File: src/rtl/hrle_pkg.sv
// ----------------------------------------------------------------------------
// hrle_pkg
// Shared types, constants and helpers for the hex record line encoder.
// ----------------------------------------------------------------------------
package hrle_pkg;

   // record capacity in 32-bit data words
   localparam int MAX_WORDS = 16;
   localparam int WORDS_W   = $clog2(MAX_WORDS + 1);

   // item function codes
   localparam logic FUNC_HEADER = 1'b0;
   localparam logic FUNC_DATA   = 1'b1;

   // line characters
   localparam logic [7:0] CH_COLON = 8'h3A;
   localparam logic [7:0] CH_CR    = 8'h0D;
   localparam logic [7:0] CH_LF    = 8'h0A;

   // character positions within one item's output sequence
   localparam int POS_W = 4;
   localparam logic [POS_W-1:0] POS_COLON       = 4'd0;
   localparam logic [POS_W-1:0] POS_FIRST_DIGIT = 4'd1;
   localparam logic [POS_W-1:0] POS_LAST_DIGIT  = 4'd8;
   localparam logic [POS_W-1:0] POS_CHK_HI      = 4'd9;
   localparam logic [POS_W-1:0] POS_CHK_LO      = 4'd10;
   localparam logic [POS_W-1:0] POS_CR          = 4'd11;
   localparam logic [POS_W-1:0] POS_LF          = 4'd12;

   // map one nibble to its upper-case ASCII hex digit
   function automatic logic [7:0] hex_char(input logic [3:0] nibble);
      logic [7:0] ch;
      if (nibble < 4'd10) begin
         ch = 8'h30 + {4'h0, nibble};
      end else begin
         ch = 8'h37 + {4'h0, nibble};
      end
      return ch;
   endfunction

endpackage

File: src/rtl/hrle_req_if.sv
// ----------------------------------------------------------------------------
// hrle_req_if
// Input item channel: record header or data word, valid/ready handshake.
// ----------------------------------------------------------------------------
interface hrle_req_if;
   logic        valid;
   logic        ready;
   logic        func;
   logic [6:0]  byte_count;
   logic [15:0] load_address;
   logic [3:0]  record_type;
   logic [31:0] data_word;

   modport source (output valid, output func, output byte_count, output load_address,
                   output record_type, output data_word, input ready);
   modport sink   (input valid, input func, input byte_count, input load_address,
                   input record_type, input data_word, output ready);
endinterface

File: src/rtl/hrle_rsp_if.sv
// ----------------------------------------------------------------------------
// hrle_rsp_if
// Result channel: one ASCII character of the record line per transfer.
// ----------------------------------------------------------------------------
interface hrle_rsp_if;
   logic       valid;
   logic       ready;
   logic [7:0] char_out;
   logic       line_end;
   logic       item_last;

   modport source (output valid, output char_out, output line_end, output item_last,
                   input ready);
   modport sink   (input valid, input char_out, input line_end, input item_last,
                   output ready);
endinterface

File: src/rtl/hex_record_line_encoder.sv
// ----------------------------------------------------------------------------
// hex_record_line_encoder
// Turns header and data word items into an Intel-HEX style ASCII line.
// ----------------------------------------------------------------------------
// An accepted item's characters pass from the character job into the result register.
// One character per cycle on the result link while it is not stalled; a data item
//   gives 8 characters (12 with the checksum tail), a header 9 (13 for an empty record).
// A new item is taken in the cycle its predecessor hands over its last character.
// Reset clears the open record, the character job and the result register.
// ----------------------------------------------------------------------------
module hex_record_line_encoder (
   input  logic         clock,
   input  logic         reset,
   hrle_req_if.sink     req_chan,
   hrle_rsp_if.source   rsp_chan
);

   // record state
   logic                         in_record_ff, in_record_in;
   logic [7:0]                   byte_sum_ff, byte_sum_in;
   logic [hrle_pkg::WORDS_W-1:0] words_left_ff, words_left_in;

   // character job for the current item
   logic                         job_valid_ff, job_valid_in;
   logic [31:0]                  job_digits_ff, job_digits_in;
   logic [hrle_pkg::POS_W-1:0]   job_pos_ff, job_pos_in;
   logic                         job_tail_ff, job_tail_in;
   logic [7:0]                   job_chk_ff, job_chk_in;

   // result register
   logic                         rsp_valid_ff, rsp_valid_in;
   logic [7:0]                   rsp_char_ff, rsp_char_in;
   logic                         rsp_line_end_ff, rsp_line_end_in;
   logic                         rsp_item_last_ff, rsp_item_last_in;

   logic                         req_accept;
   logic                         is_header;
   logic                         take_data;
   logic                         job_start;
   logic [hrle_pkg::WORDS_W-1:0] hdr_words;
   logic [hrle_pkg::WORDS_W-1:0] new_words;
   logic [7:0]                   new_sum;
   logic [9:0]                   hdr_sum_wide;
   logic [9:0]                   data_sum_wide;
   logic                         out_free;
   logic                         emit;
   logic [hrle_pkg::POS_W-1:0]   job_last_pos;
   logic                         job_done;
   logic [hrle_pkg::POS_W-1:0]   digit_sel;
   logic [3:0]                   digit_nibble;
   logic [7:0]                   job_char;

   // decode the incoming item
   always_comb begin
      is_header = (req_chan.func == hrle_pkg::FUNC_HEADER);
      take_data = in_record_ff && (words_left_ff != '0);

      if (int'(req_chan.byte_count[6:2]) > hrle_pkg::MAX_WORDS) begin
         hdr_words = hrle_pkg::WORDS_W'(hrle_pkg::MAX_WORDS);
      end else begin
         hdr_words = hrle_pkg::WORDS_W'(req_chan.byte_count[6:2]);
      end

      hdr_sum_wide  = {3'b000, req_chan.byte_count} + {2'b00, req_chan.load_address[7:0]}
                    + {2'b00, req_chan.load_address[15:8]} + {6'h00, req_chan.record_type};
      data_sum_wide = {2'b00, byte_sum_ff} + {2'b00, req_chan.data_word[7:0]}
                    + {2'b00, req_chan.data_word[15:8]} + {2'b00, req_chan.data_word[23:16]}
                    + {2'b00, req_chan.data_word[31:24]};

      if (is_header) begin
         new_sum   = hdr_sum_wide[7:0];
         new_words = hdr_words;
      end else begin
         new_sum   = data_sum_wide[7:0];
         new_words = words_left_ff - hrle_pkg::WORDS_W'(1);
      end
   end

   // emitter control
   always_comb begin
      out_free     = !rsp_valid_ff || rsp_chan.ready;
      emit         = job_valid_ff && out_free;
      job_last_pos = job_tail_ff ? hrle_pkg::POS_LF : hrle_pkg::POS_LAST_DIGIT;
      job_done     = emit && (job_pos_ff == job_last_pos);
   end

   assign req_chan.ready = !job_valid_ff || job_done;
   assign req_accept     = req_chan.valid && req_chan.ready;
   assign job_start      = req_accept && (is_header || take_data);

   // update record state on every accepted item that belongs to a record
   always_comb begin
      in_record_in  = in_record_ff;
      byte_sum_in   = byte_sum_ff;
      words_left_in = words_left_ff;
      if (job_start) begin
         byte_sum_in   = new_sum;
         words_left_in = new_words;
         in_record_in  = (new_words != '0);
      end
   end

   // load, advance or drop the character job
   always_comb begin
      job_valid_in  = job_valid_ff;
      job_digits_in = job_digits_ff;
      job_pos_in    = job_pos_ff;
      job_tail_in   = job_tail_ff;
      job_chk_in    = job_chk_ff;
      if (job_start) begin
         job_valid_in = 1'b1;
         job_tail_in  = (new_words == '0);
         job_chk_in   = 8'h00 - new_sum;
         if (is_header) begin
            job_digits_in = {1'b0, req_chan.byte_count, req_chan.load_address, 4'h0,
                             req_chan.record_type};
            job_pos_in    = hrle_pkg::POS_COLON;
         end else begin
            job_digits_in = req_chan.data_word;
            job_pos_in    = hrle_pkg::POS_FIRST_DIGIT;
         end
      end else if (job_done) begin
         job_valid_in = 1'b0;
      end else if (emit) begin
         job_pos_in = job_pos_ff + hrle_pkg::POS_W'(1);
      end
   end

   // select the character at the current position
   always_comb begin
      digit_sel    = hrle_pkg::POS_LAST_DIGIT - job_pos_ff;
      digit_nibble = 4'(job_digits_ff >> {digit_sel[2:0], 2'b00});
      priority if (job_pos_ff == hrle_pkg::POS_COLON) begin
         job_char = hrle_pkg::CH_COLON;
      end else if (job_pos_ff <= hrle_pkg::POS_LAST_DIGIT) begin
         job_char = hrle_pkg::hex_char(digit_nibble);
      end else if (job_pos_ff == hrle_pkg::POS_CHK_HI) begin
         job_char = hrle_pkg::hex_char(job_chk_ff[7:4]);
      end else if (job_pos_ff == hrle_pkg::POS_CHK_LO) begin
         job_char = hrle_pkg::hex_char(job_chk_ff[3:0]);
      end else if (job_pos_ff == hrle_pkg::POS_CR) begin
         job_char = hrle_pkg::CH_CR;
      end else begin
         job_char = hrle_pkg::CH_LF;
      end
   end

   // fill the result register whenever it is free
   always_comb begin
      rsp_valid_in     = rsp_valid_ff;
      rsp_char_in      = rsp_char_ff;
      rsp_line_end_in  = rsp_line_end_ff;
      rsp_item_last_in = rsp_item_last_ff;
      if (out_free) begin
         rsp_valid_in     = emit;
         rsp_char_in      = job_char;
         rsp_line_end_in  = (job_pos_ff == hrle_pkg::POS_LF);
         rsp_item_last_in = (job_pos_ff == job_last_pos);
      end
   end

   // control registers
   always_ff @(posedge clock) begin
      if (reset) begin
         in_record_ff  <= 1'b0;
         byte_sum_ff   <= 8'h00;
         words_left_ff <= '0;
         job_valid_ff  <= 1'b0;
         rsp_valid_ff  <= 1'b0;
      end else begin
         in_record_ff  <= in_record_in;
         byte_sum_ff   <= byte_sum_in;
         words_left_ff <= words_left_in;
         job_valid_ff  <= job_valid_in;
         rsp_valid_ff  <= rsp_valid_in;
      end
   end

   // payload registers
   always_ff @(posedge clock) begin
      job_digits_ff    <= job_digits_in;
      job_pos_ff       <= job_pos_in;
      job_tail_ff      <= job_tail_in;
      job_chk_ff       <= job_chk_in;
      rsp_char_ff      <= rsp_char_in;
      rsp_line_end_ff  <= rsp_line_end_in;
      rsp_item_last_ff <= rsp_item_last_in;
   end

   assign rsp_chan.valid     = rsp_valid_ff;
   assign rsp_chan.char_out  = rsp_char_ff;
   assign rsp_chan.line_end  = rsp_line_end_ff;
   assign rsp_chan.item_last = rsp_item_last_ff;

endmodule

File: src/flat_wrapper.sv
// flat-port wrapper written by rule: the top's interface ports become plain ports
module hex_record_line_encoder_flat 
  (clock, reset, req_chan_valid, req_chan_func, req_chan_byte_count, req_chan_load_address, req_chan_record_type, req_chan_data_word, req_chan_ready, rsp_chan_valid, rsp_chan_char_out, rsp_chan_line_end, rsp_chan_item_last, rsp_chan_ready);
  hrle_req_if req_chan_i ();
  hrle_rsp_if rsp_chan_i ();
  input  logic clock;
  input  logic reset;
  input wire logic [$bits(req_chan_i.valid)-1:0] req_chan_valid;
  input wire logic [$bits(req_chan_i.func)-1:0] req_chan_func;
  input wire logic [$bits(req_chan_i.byte_count)-1:0] req_chan_byte_count;
  input wire logic [$bits(req_chan_i.load_address)-1:0] req_chan_load_address;
  input wire logic [$bits(req_chan_i.record_type)-1:0] req_chan_record_type;
  input wire logic [$bits(req_chan_i.data_word)-1:0] req_chan_data_word;
  output wire logic [$bits(req_chan_i.ready)-1:0] req_chan_ready;
  output wire logic [$bits(rsp_chan_i.valid)-1:0] rsp_chan_valid;
  output wire logic [$bits(rsp_chan_i.char_out)-1:0] rsp_chan_char_out;
  output wire logic [$bits(rsp_chan_i.line_end)-1:0] rsp_chan_line_end;
  output wire logic [$bits(rsp_chan_i.item_last)-1:0] rsp_chan_item_last;
  input wire logic [$bits(rsp_chan_i.ready)-1:0] rsp_chan_ready;
  assign req_chan_i.valid = req_chan_valid;
  assign req_chan_i.func = req_chan_func;
  assign req_chan_i.byte_count = req_chan_byte_count;
  assign req_chan_i.load_address = req_chan_load_address;
  assign req_chan_i.record_type = req_chan_record_type;
  assign req_chan_i.data_word = req_chan_data_word;
  assign req_chan_ready = req_chan_i.ready;
  assign rsp_chan_valid = rsp_chan_i.valid;
  assign rsp_chan_char_out = rsp_chan_i.char_out;
  assign rsp_chan_line_end = rsp_chan_i.line_end;
  assign rsp_chan_item_last = rsp_chan_i.item_last;
  assign rsp_chan_i.ready = rsp_chan_ready;
  hex_record_line_encoder u_core (.clock(clock), .reset(reset), .req_chan(req_chan_i), .rsp_chan(rsp_chan_i));
endmodule
File: config.mk
export PLATFORM = sky130hd
export DESIGN_NAME = hex_record_line_encoder_flat
export DESIGN_NICKNAME = d
export VERILOG_FILES = /design/src/rtl/hrle_pkg.sv /design/src/rtl/hrle_req_if.sv /design/src/rtl/hrle_rsp_if.sv /design/src/rtl/hex_record_line_encoder.sv /design/src/flat_wrapper.sv
export SDC_FILE = /design/constraint.sdc
export NUM_CORES = 1
export LEC_CHECK = 0
export BUFFER_PORTS_ARGS = -buffer_cell sky130_fd_sc_hd__buf_2
export CAP_MARGIN = 30
export CORE_MARGIN = 4
export CORE_UTILIZATION = 35
export DETAILED_ROUTE_END_ITERATION = 6
export GPL_TIMING_DRIVEN = 0
export HOLD_SLACK_MARGIN = 0.03
export SYNTH_ARGS = -nofsm -noshare
export SYNTH_HDL_FRONTEND = slang
export SYNTH_SLANG_ARGS = --single-unit
File: constraint.sdc
create_clock -name clock -period 8.48 [get_ports clock]
set_input_delay 0.424 -clock clock [delete_from_list [all_inputs] [get_ports clock]]
set_output_delay 0.424 -clock clock [all_outputs]
set_load 0.03 [all_outputs]
; Word level (Yosys, flattened, before mapping)
; Index checks and enable logic that the tools add are counted.
[word_totals]
ff_bits = 71
input_bits = 64
output_inout_bits = 12
elab_cells = 78
[op_classes]
n_addsub = 17
magnitude_cmp = 5
eq_ne = 6
shift = 1
mux = 18
n_bitwise = 1
reduce_logical = 17
[ops]
columns = operator, n
row1 = two-way mux 8 bit, 7
row2 = "adder 6 x 4 -> 7 bit, first input constant", 6
row3 = adder 8 bit, 5
row4 = >> shifter 32 x 5 -> 4 bit, 1
row5 = two-way mux 31 bit, 1
row6 = "equality test 4 bit, second input constant", 4
row7 = "< comparator 4 bit, second input constant", 3
row8 = two-way mux 4 bit, 3
row9 = two-way mux 5 bit, 2
row10 = nonzero test 5 bit, 2
row11 = adder 7 x 8 -> 8 bit, 1
row12 = adder 8 x 4 -> 8 bit, 1
row13 = "subtractor 1 x 8 -> 8 bit, first input constant", 1
row14 = two-way mux 3 bit, 2
row15 = "> comparator 5 bit, second input constant", 1
row16 = logical AND 1 bit, 5
row17 = logical NOT 5 bit, 1
row18 = "subtractor 5 x 1 -> 5 bit, second input constant", 1
row19 = "adder 4 x 1 -> 4 bit, second input constant", 1
row20 = equality test 4 bit, 1
row21 = "less-or-equal comparator 4 bit, second input constant", 1
row22 = logical NOT 4 bit, 1
row23 = nonzero test 2 bit, 2
row24 = logical OR 1 bit, 3
row25 = other kinds (6), 9

; Logic depth before layout (Yosys ltp)
; Gate-level depths: netlist of the first run.
[logic_depth]
ltp_word = 9
depth_mapped = 15
mapped_depth_nobuf = 15

; Least setup slack after synthesis of the first run
; OpenSTA, ideal clock, no wires.
[synth_timing]
path_kind = input port to flip-flop
startpoint = in req_chan_data_word[1]
endpoint = reg u_core.job_chk_ff[7] (data pin)
setup_time_ns = 0.261
t_arrival_ns = 3.477
required_time_ns = 8.219
path_slack_ns = 4.742
cell_stages = 14
path_buffers = 0
path_cell_list = inv_1 -> fa_1 -> fa_1 -> fa_1 -> inv_1 -> ha_1 -> inv_1 -> fa_1 -> nand2_1 -> o21ai_0 -> nand3_1 -> a211oi_1 -> nand4b_1 -> xnor2_1
[synth_via]
elab_chain_cells = 6
[synth_lines]
columns = element, line
row1 = start: declaration, flat_wrapper.sv:13  ; input wire logic [$bits(req_chan_i.data_word)-1:0] req_chan_data_word;
row2 = adder 8 bit, hex_record_line_encoder.sv:66  ; data_sum_wide = {2'b00, byte_sum_ff} + {2'b00, req_chan.data_word[7:0]}
row3 = adder 8 bit (2 in a row), hex_record_line_encoder.sv:67  ; + {2'b00, req_chan.data_word[15:8]} + {2'b00, req_chan.data_word[23:16]}
row4 = adder 8 bit, hex_record_line_encoder.sv:68  ; + {2'b00, req_chan.data_word[31:24]};
row5 = two-way mux 8 bit, hex_record_line_encoder.sv:70  ; if (is_header) begin
row6 = subtractor 1 x 8 -> 8 bit, hex_record_line_encoder.sv:113  ; job_chk_in = 8'h00 - new_sum;
row7 = end signal: assignment, hex_record_line_encoder.sv:184  ; job_chk_ff <= job_chk_in;
row8 = end: declaration, hex_record_line_encoder.sv:28  ; logic [7:0] job_chk_ff, job_chk_in;
; Every way passes these cells.
; A chain may end at the register's enable or synchronous reset.

; Final worst setup path of the first run
[layout_timing]
startpoint = in req_chan_data_word[1]
endpoint = reg u_core.job_chk_ff[6] (data pin)
; Same word-level chain as after synthesis.

==> metrics.md, run 1 <==
| Metric | Value |
|---|---|
| Pins over their slew limit | `0` |
| CTS HTree Levels | `3` |
| WL/cell | `16.5 um` |
| Starting density of the core | `0.358` |
| Fin cells | `770` |
| Share of cells above drive strength 1 | `0.227` |
| Overall routed net length | `12.7 mm` |
| Pwr Density | `258 nW/um^2` |
| Overall die height | `130 um` |
| CP Launch Type | `input port` |
| GP Congestion | `0.892` |
| Yosys reg bits | `70` |
| Vias in the first global route | `3874` |
| Global-route wire length before repair | `19.8 mm` |
| Clock Skew | `0.00684 ns` |
| CP cell instances | `buf_2, inv_1, fa_1, fa_1, fa_1, inv_1, ha_1, inv_1, fa_1, nor2b_1, o31a_1, a21oi_1, a21oi_1, nor3b_1, xor2_1` |
| Chip width | `130 um` |
| Initial antenna violation count | `1` |
| I/O pins | `76` |
| Drt initial violations | `340` |
| Crit share post-route | `0.468` |
| Synth Warn # | `0` |
| Minimum clock period | `3.96 ns` |
| Main synth FF type | `edfxtp_1` |
| Total grt overflow | `0` |
| Syn Nets | `620` |
| Die area | `17000 um^2` |
| # diodes | `0` |
| Unrepaired setup endpoints after global routing | `no` |
| Worst Max-Slew Pin Slew | `0.862 ns` |
| Cell mode on critical path | `fa_1` |
| Syn Inst Count | `497` |
| Avg Vias per Cell | `4.98` |
| Worst path slowest cell | `fa_1` |
| Core Area | `14600 um^2` |
| Fraction of registers with async set/reset | `0` |
| Core Util, Final | `0.420` |
| Setup repair bufs after CTS | `0` |
| Row cnt | `44` |
| Syn avg cell area | `10.5 um^2` |
| Final nets | `704` |
| Placed cells | `754` |
| Cts bufs inserted | `9` |
| Post-route ant nets | `0` |
| Total of max-cap violations | `0` |
| Post-synthesis sequential area ratio | `0.372` |
| DRT Pass-1 Iters | `4` |
| IO Port Bufs | `73` |
| # hold bufs at CTS | `0` |
| Post-synth EDFFs | `54` |
| Worst setup EP type | `register` |
| Outcome | `complete, no violations` |
| Crit-path max FO | `4` |
| CP peak stage delay | `0.58 ns` |
| Pleak | `2.63 nW` |
| CTS sink count | `70` |
| Worst Reg2Reg Path Length in Cells | `12` |
| Fmax | `252 MHz` |
| Clock Tree Buf Depth | `2` |
| Pin count of the biggest net entering global routing | `51` |
| Setup violators final | `0` |
| Post-Syn Area | `5230 um^2` |
| Clk_lat worst skew | `0.35 ns` |
| Hold path cells | `2` |
| Worst path arrival time | `4.04 ns` |
| Setup CP Type | `in -> reg` |
| Final Hold Viols | `0` |
| Total Routing Usage GR | `0.155` |
| Post-CTS Resized | `0` |
| Drc violations | `0` |
| Critical Path RT | `8.55 ns` |
| TritonCTS clock tree | `yes` |
| Routed vias | `3834` |
| Root Driver | `clkbuf_16` |
| Clock input transition at the sequential cells of the worst setup and hold paths | `0.06 ns` |
| Worst VDD drop | `0.000127 V` |
| Area Growth Syn to Fin | `17.3%` |
| Final HPWL DP | `10.3 mm` |
| Slew headroom | `0.425` |
| Worst min path class | `in -> reg` |
| TNS Setup | `0 ns` |
| Netlist cell types | `59` |
-- stage by stage --
stage | instance area [um^2] | hold slack, ns | worst slack (ns) | power (W)
after floorplan | 5230 | 0.454 | 4.74 | 0.00102
after global placement | 5820 | 0.472 | 4.29 | 0.00119
after detailed placement | 5820 | 0.484 | 4.22 | 0.00120
after CTS | 6130 | 0.388 | 4.58 | 0.00159
after global routing | 6130 | 0.408 | 4.33 | 0.00169
final | 6130 | 0.396 | 4.52 | 0.00158
-- metal layers --
layer | vias up | wire, um | track usage | share of wire
met1 | 1862 | 5640 | 0.206 | 0.44
met5 | - | 10 | 0 | 0.00079
met3 | 16 | 685 | 0.0438 | 0.054
li1 | 1867 | - | - | -
met4 | 2 | 208 | 0.0452 | 0.016
met2 | 87 | 6150 | 0.249 | 0.48
-- layout by cell type, fill, tap and decap left out, types with 8 or more instances in the layout --
cell type and instances:
mux2_2 19, a211oi_1 13, edfxtp_1 54, nand2_1 39
buf_2 75, a21oi_1 22, nor2_1 38, fa_1 31
xnor2_1 23, xor2_1 8, clkbuf_16 9, ha_1 28
dfxtp_1 16, o21ai_0 21, inv_1 81
-- cell families (layout without fill, tap and decap cells) --
| group | after synthesis | in the layout | synth area share |
|---|---|---|---|
| simple gates | 111 | 111 | 0.0953 |
| buf+inv | 99 | 188 | 0.0792 |
| compound gates | 90 | 90 | 0.114 |
| flops | 70 | 70 | 0.372 |
| fa+ha+maj | 60 | 60 | 0.188 |
| mux | 34 | 34 | 0.0943 |
| xor+xnor | 32 | 32 | 0.0572 |
| other cells | 1 | 1 | 0.000718 |
-- cells in the mapped netlist, drive strengths merged, types with 3 or more instances --
master,number,share of area
a2bb2oi,3,0.0050
and2,6,0.0072
o211ai,6,0.0086
nand2,39,0.028
a21oi,23,0.023
xnor2,23,0.039
dfxtp,16,0.061
ha,28,0.067
mux2i,6,0.015
mux4,8,0.036
clkbuf,6,0.0043
nor2,38,0.027
nand3,5,0.0048
nand2b,4,0.0048
mux2,20,0.044
inv,82,0.059
xor2,9,0.019
nor3,5,0.0048
o21ai,23,0.022
nor2b,4,0.0048
a211oi,13,0.019
fa,31,0.12
a32oi,3,0.0050
buf,10,0.015
a21o,4,0.0060
edfxtp,54,0.31
-- power by group --
group	internal (W)	switching [W]
logic	0.000300	0.000416
clock network	0.000232	0.000156
registers	0.000449	0.0000278
-- worst paths after layout --
kind / start / end / slack, ns
setup / recovery: req_chan_data_word[1] / u_core.job_chk_ff[6]$_DFFE_PP_ / 4.52
hold / removal: req_chan_data_word[7] / u_core.job_digits_ff[7]$_SDFFCE_PN0P_ / 0.40
setup reg to reg: u_core.job_pos_ff[0]$_DFFE_PP_ / u_core.rsp_chan.char_out[2]$_SDFFCE_PN0N_ / 5.24
hold reg to reg: u_core.byte_sum_ff[2]$_SDFFE_PP0P_ / u_core.byte_sum_ff[2]$_SDFFE_PP0P_ / 0.49
-- cell type report --
cell class / count / area [um^2]
flip-flops and latches: 70 / 1940
fillers: 1373 / 8460
well taps: 184 / 230
multi-input cells: 328 / 2870
plain buffers: 16 / 100
clock inverters: 7 / 81.3
clock buffers: 9 / 225
inverters: 83 / 314
repair buffers: 73 / 365
-- flip-flops by register name (all words and copies together), names as in the netlist --
name and cells:
u_core.job_tail_ff 1, u_core.rsp_chan.valid 1, u_core.job_pos_ff 4, u_core.words_left_ff 5
u_core.job_digits_ff 32, u_core.byte_sum_ff 8, u_core.job_valid_ff 1, u_core.job_chk_ff 8
u_core.rsp_chan.char_out 7, u_core.rsp_chan.line_end 1, u_core.rsp_chan.item_last 1, u_core.in_record_ff 1
-- critical path, delay by kind of cell --
family / cells / cell delay, ns
AO/OA/AOI/OAI: 3 / 0.62
adder cells (fa/ha/maj): 5 / 2.10
buffers and inverters: 4 / 0.28
AND/OR/NAND/NOR: 2 / 0.48
XOR/XNOR: 1 / 0.13
Power figures use the tool's default switching activity.
==> inputs of run 2 (changes only) <==
==> constraint.sdc (replaced) <==
create_clock -name clock -period 3.4 [get_ports clock]
set_input_delay 0.17 -clock clock [delete_from_list [all_inputs] [get_ports clock]]
set_output_delay 0.17 -clock clock [all_outputs]
set_load 0.03 [all_outputs]
==> run 2 against run 1 <==
  * Clock power rose to 2.7 times the previous value
  * Cell area up 2.7%
  * Core utilization up 1.1 points
  * Critical path type unchanged
  * Critical path depth up 1
  * Via count up 0.16%
  * Die area unchanged
  * Flip-flop and latch count unchanged
  * Clock skew about the same
  * Worst setup slack worse by 4.4 ns
  * Routed wire length up 0.78%
  * Sequential power up 150%
  * Clock-buffer cell count up 2
==> metrics.md, run 2 (same netlist as run 1, synthesis figures left out) <==
| Metric | Value |
|---|---|
| Met2 routed WL | `6.27 mm (was 6.15 mm)` |
| FILL cells | `1369 (was 1373)` |
| Largest register FFs | `32 (unchanged)` |
| Total Routing Usage GR | `0.155 (about the same)` |
| I/O pins | `76 (unchanged)` |
| Routed vias | `3840 (was 3834)` |
| Minimum clock period | `3.30 ns` |
| Total grt overflow | `0 (unchanged)` |
| Total of max-cap violations | `0 (unchanged)` |
| Final HPWL DP | `10.3 mm (about the same)` |
| Avg Vias per Cell | `4.95 (was 4.98)` |
| Setup CP Type | `in -> reg (unchanged)` |
| Crit-path max FO | `5 (was 4)` |
| # diodes | `0 (unchanged)` |
| Root Driver | `clkbuf_16 (unchanged)` |
| Share of cells above drive strength 1 | `0.274 (was 0.227)` |
| Most frequent cells in the layout | `inv_1, buf_2, edfxtp_1 (unchanged)` |
| Most common cell after layout, fill and taps aside | `inv_1 (unchanged)` |
| Drc violations | `0 (unchanged)` |
| CP Launch Type | `input port (unchanged)` |
| Fmax | `303 MHz` |
| Worst VDD drop | `0.000294 V (was 0.000127 V)` |
| Setup violators final | `0 (unchanged)` |
| Initial antenna violation count | `0 (was 1)` |
| WHS | `0.148 ns (was 0.396 ns)` |
| Row cnt | `44 (unchanged)` |
| Fin cells | `775 (was 770)` |
| WL/cell | `16.5 um (about the same)` |
| Area Growth Syn to Fin | `20.5% (was 17.3%)` |
| TritonCTS clock tree | `yes (unchanged)` |
| Starting density of the core | `0.358 (unchanged)` |
| IO Port Bufs | `73 (unchanged)` |
| Routed met3 length | `673 um (was 685 um)` |
| Worst Reg2Reg Path Length in Cells | `11 (was 12)` |
| Pleak | `2.68 nW (was 2.63 nW)` |
| Uppermost layer routed | `met4 (was met5)` |
| Worst path arrival time | `3.38 ns (was 4.04 ns)` |
| Regs by FF count | `u_core.job_digits_ff x32, u_core.byte_sum_ff x8, u_core.job_chk_ff x8 (unchanged)` |
| Clock Tree Buf Depth | `2 (unchanged)` |
| Worst setup EP type | `register (unchanged)` |
| Worst Max-Slew Pin Slew | `0.812 ns (was 0.862 ns)` |
| Worst min path class | `in -> reg (unchanged)` |
| Outcome | `complete, no violations (unchanged)` |
| GP Congestion | `0.879 (was 0.892)` |
| Pwr Density | `672 nW/um^2 (was 258 nW/um^2)` |
| Pins over their slew limit | `0 (unchanged)` |
| Post-route ant nets | `0 (unchanged)` |
| CTS sink count | `70 (unchanged)` |
| # hold bufs at CTS | `0 (unchanged)` |
| Chip width | `130 um (unchanged)` |
| Vias in the first global route | `3919 (was 3874)` |
| Largest register by flop count | `u_core.job_digits_ff (unchanged)` |
| Final Hold Viols | `0 (unchanged)` |
| Clock input transition at the sequential cells of the worst setup and hold paths | `0.06 ns (about the same)` |
| Clock Skew | `0.00707 ns (was 0.00684 ns)` |
| Crit share post-route | `0.970` |
| Worst R2R Start | `u_core.job_pos_ff[0]$_DFFE_PP_ (unchanged)` |
| Crit. Startpoint | `req_chan_data_word[20] (was req_chan_data_word[1])` |
| Pin count of the biggest net entering global routing | `51 (unchanged)` |
| Overall routed net length | `12.8 mm (was 12.7 mm)` |
| Cts bufs inserted | `9 (unchanged)` |
| WL met1 | `5.54 mm (was 5.64 mm)` |
| Reg2Reg Setup Slack | `0.33 ns (was 5.24 ns)` |
| Final nets | `709 (was 704)` |
| CTS HTree Levels | `3 (unchanged)` |
| Drt initial violations | `238 (was 340)` |
| DRT Pass-1 Iters | `4 (unchanged)` |
| Critical Path RT | `3.49 ns (was 8.55 ns)` |
| Global-route wire length before repair | `20.0 mm (was 19.8 mm)` |
| Placed cells | `754 (unchanged)` |
| Core Area | `14600 um^2 (unchanged)` |
| Die area | `17000 um^2 (unchanged)` |
| Place WS | `-0.513 ns (was 4.22 ns)` |
| Clk_lat worst skew | `0.34 ns (was 0.35 ns)` |
| Reg2reg end | `u_core.rsp_chan.char_out[2]$_SDFFCE_PN0N_ (unchanged)` |
| Overall die height | `130 um (unchanged)` |
| Crit path capture | `u_core.job_chk_ff[7]$_DFFE_PP_ (was u_core.job_chk_ff[6]$_DFFE_PP_)` |
| Slew headroom | `0.459 (was 0.425)` |
| Core Util, Final | `0.432 (was 0.420)` |
| Fin worst setup slack | `0.103 ns (was 4.52 ns)` |
==> run 2: changes by cell type in the layout (fill, tap and decap cells not counted), moves of 2 or more <==
cell        change
a21oi_1         -3
nor2b_1         -2
nor2b_2         +2
clkinvlp_4      -3
inv_1           -6
inv_2           +6
ha_1            -3
ha_4            +3
buf_4           +6
a21oi_2         +3
==> run 2: worst min path at each step <==
stage	cells past startpoint	start	slack, ns	end
after floorplan	2	req_chan_data_word[28]	0.36	u_core.job_digits_ff[28]$_DFFE_PP_
final	2	req_chan_data_word[31]	0.15	u_core.job_digits_ff[31]$_SDFFCE_PN0P_
after CTS	2	req_chan_data_word[19]	0.14	u_core.job_digits_ff[19]$_DFFE_PP_
after global placement	2	u_core.byte_sum_ff[2]$_SDFFE_PP0P_	0.47	u_core.byte_sum_ff[2]$_SDFFE_PP0P_
after global routing	2	req_chan_data_word[3]	0.15	u_core.job_digits_ff[3]$_DFFE_PP_
after detailed placement	2	u_core.words_left_ff[4]$_SDFFE_PP0P_	0.48	u_core.words_left_ff[4]$_SDFFE_PP0P_
==> run 2: through the flow <==
stage	TNS, ns	power, W	cell area (um^2)
6_report	0	0.00423	6300
3_5_place_dp	-2.15	0.00301	5830
3_3_place_gp	-2.12	0.00297	5830
5_1_grt	-0.0317	0.00451	6300
2_1_floorplan	-0.0509	0.00256	5230
4_1_cts	0	0.00412	6200
==> run 2: cell type report <==
cell class / instances / area, um^2 / share of cell area
Clock buffer: 11 / 243 / 0.0386
Timing Repair Buffer: 79 / 417 / 0.0662
Buffer: 15 / 96.3 / 0.0153
Tap cell: 184 / 230 / 0.0366
Clock inverter: 5 / 82.6 / 0.0131
Sequential cell: 70 / 1940 / 0.308
Inverter: 83 / 314 / 0.0499
Multi-Input combinational cell: 328 / 2970 / 0.472
==> run 2: layer usage <==
layer / track usage / up-vias
met2: 0.255 / 72
met1: 0.199 / 1873
met5: 0 / -
met3: 0.0458 / 20
li1: - / 1875
met4: 0.0434 / 0
==> run 2: worst max-delay path, cell delays in order <==
cell and delay [ns]:
buf_2 0.10, inv_1 0.06, fa_1 0.61, inv_2 0.05, fa_1 0.48, inv_1 0.05
fa_1 0.49, inv_2 0.05, ha_4 0.29, nand2_1 0.05, o211ai_1 0.20, a21oi_1 0.11
xnor2_1 0.14, mux2i_2 0.21, nand4b_1 0.16, xnor2_1 0.17
==> run 2: report_power, final <==
part           internal, W  total (W)  switching (W)
combinational     0.000875    0.00201        0.00114
clock             0.000665    0.00103       0.000363
sequential         0.00112    0.00119      0.0000699
total              0.00266    0.00423        0.00157
==> run 2: what timing repair did <==
action / in CTS / in global routing
hold endpoints to repair: 0 / 0
gates resized for setup: 6 / 19
buffers inserted: 3 / 3
setup endpoints to repair: 2 / 10
pin swaps: 1 / 27
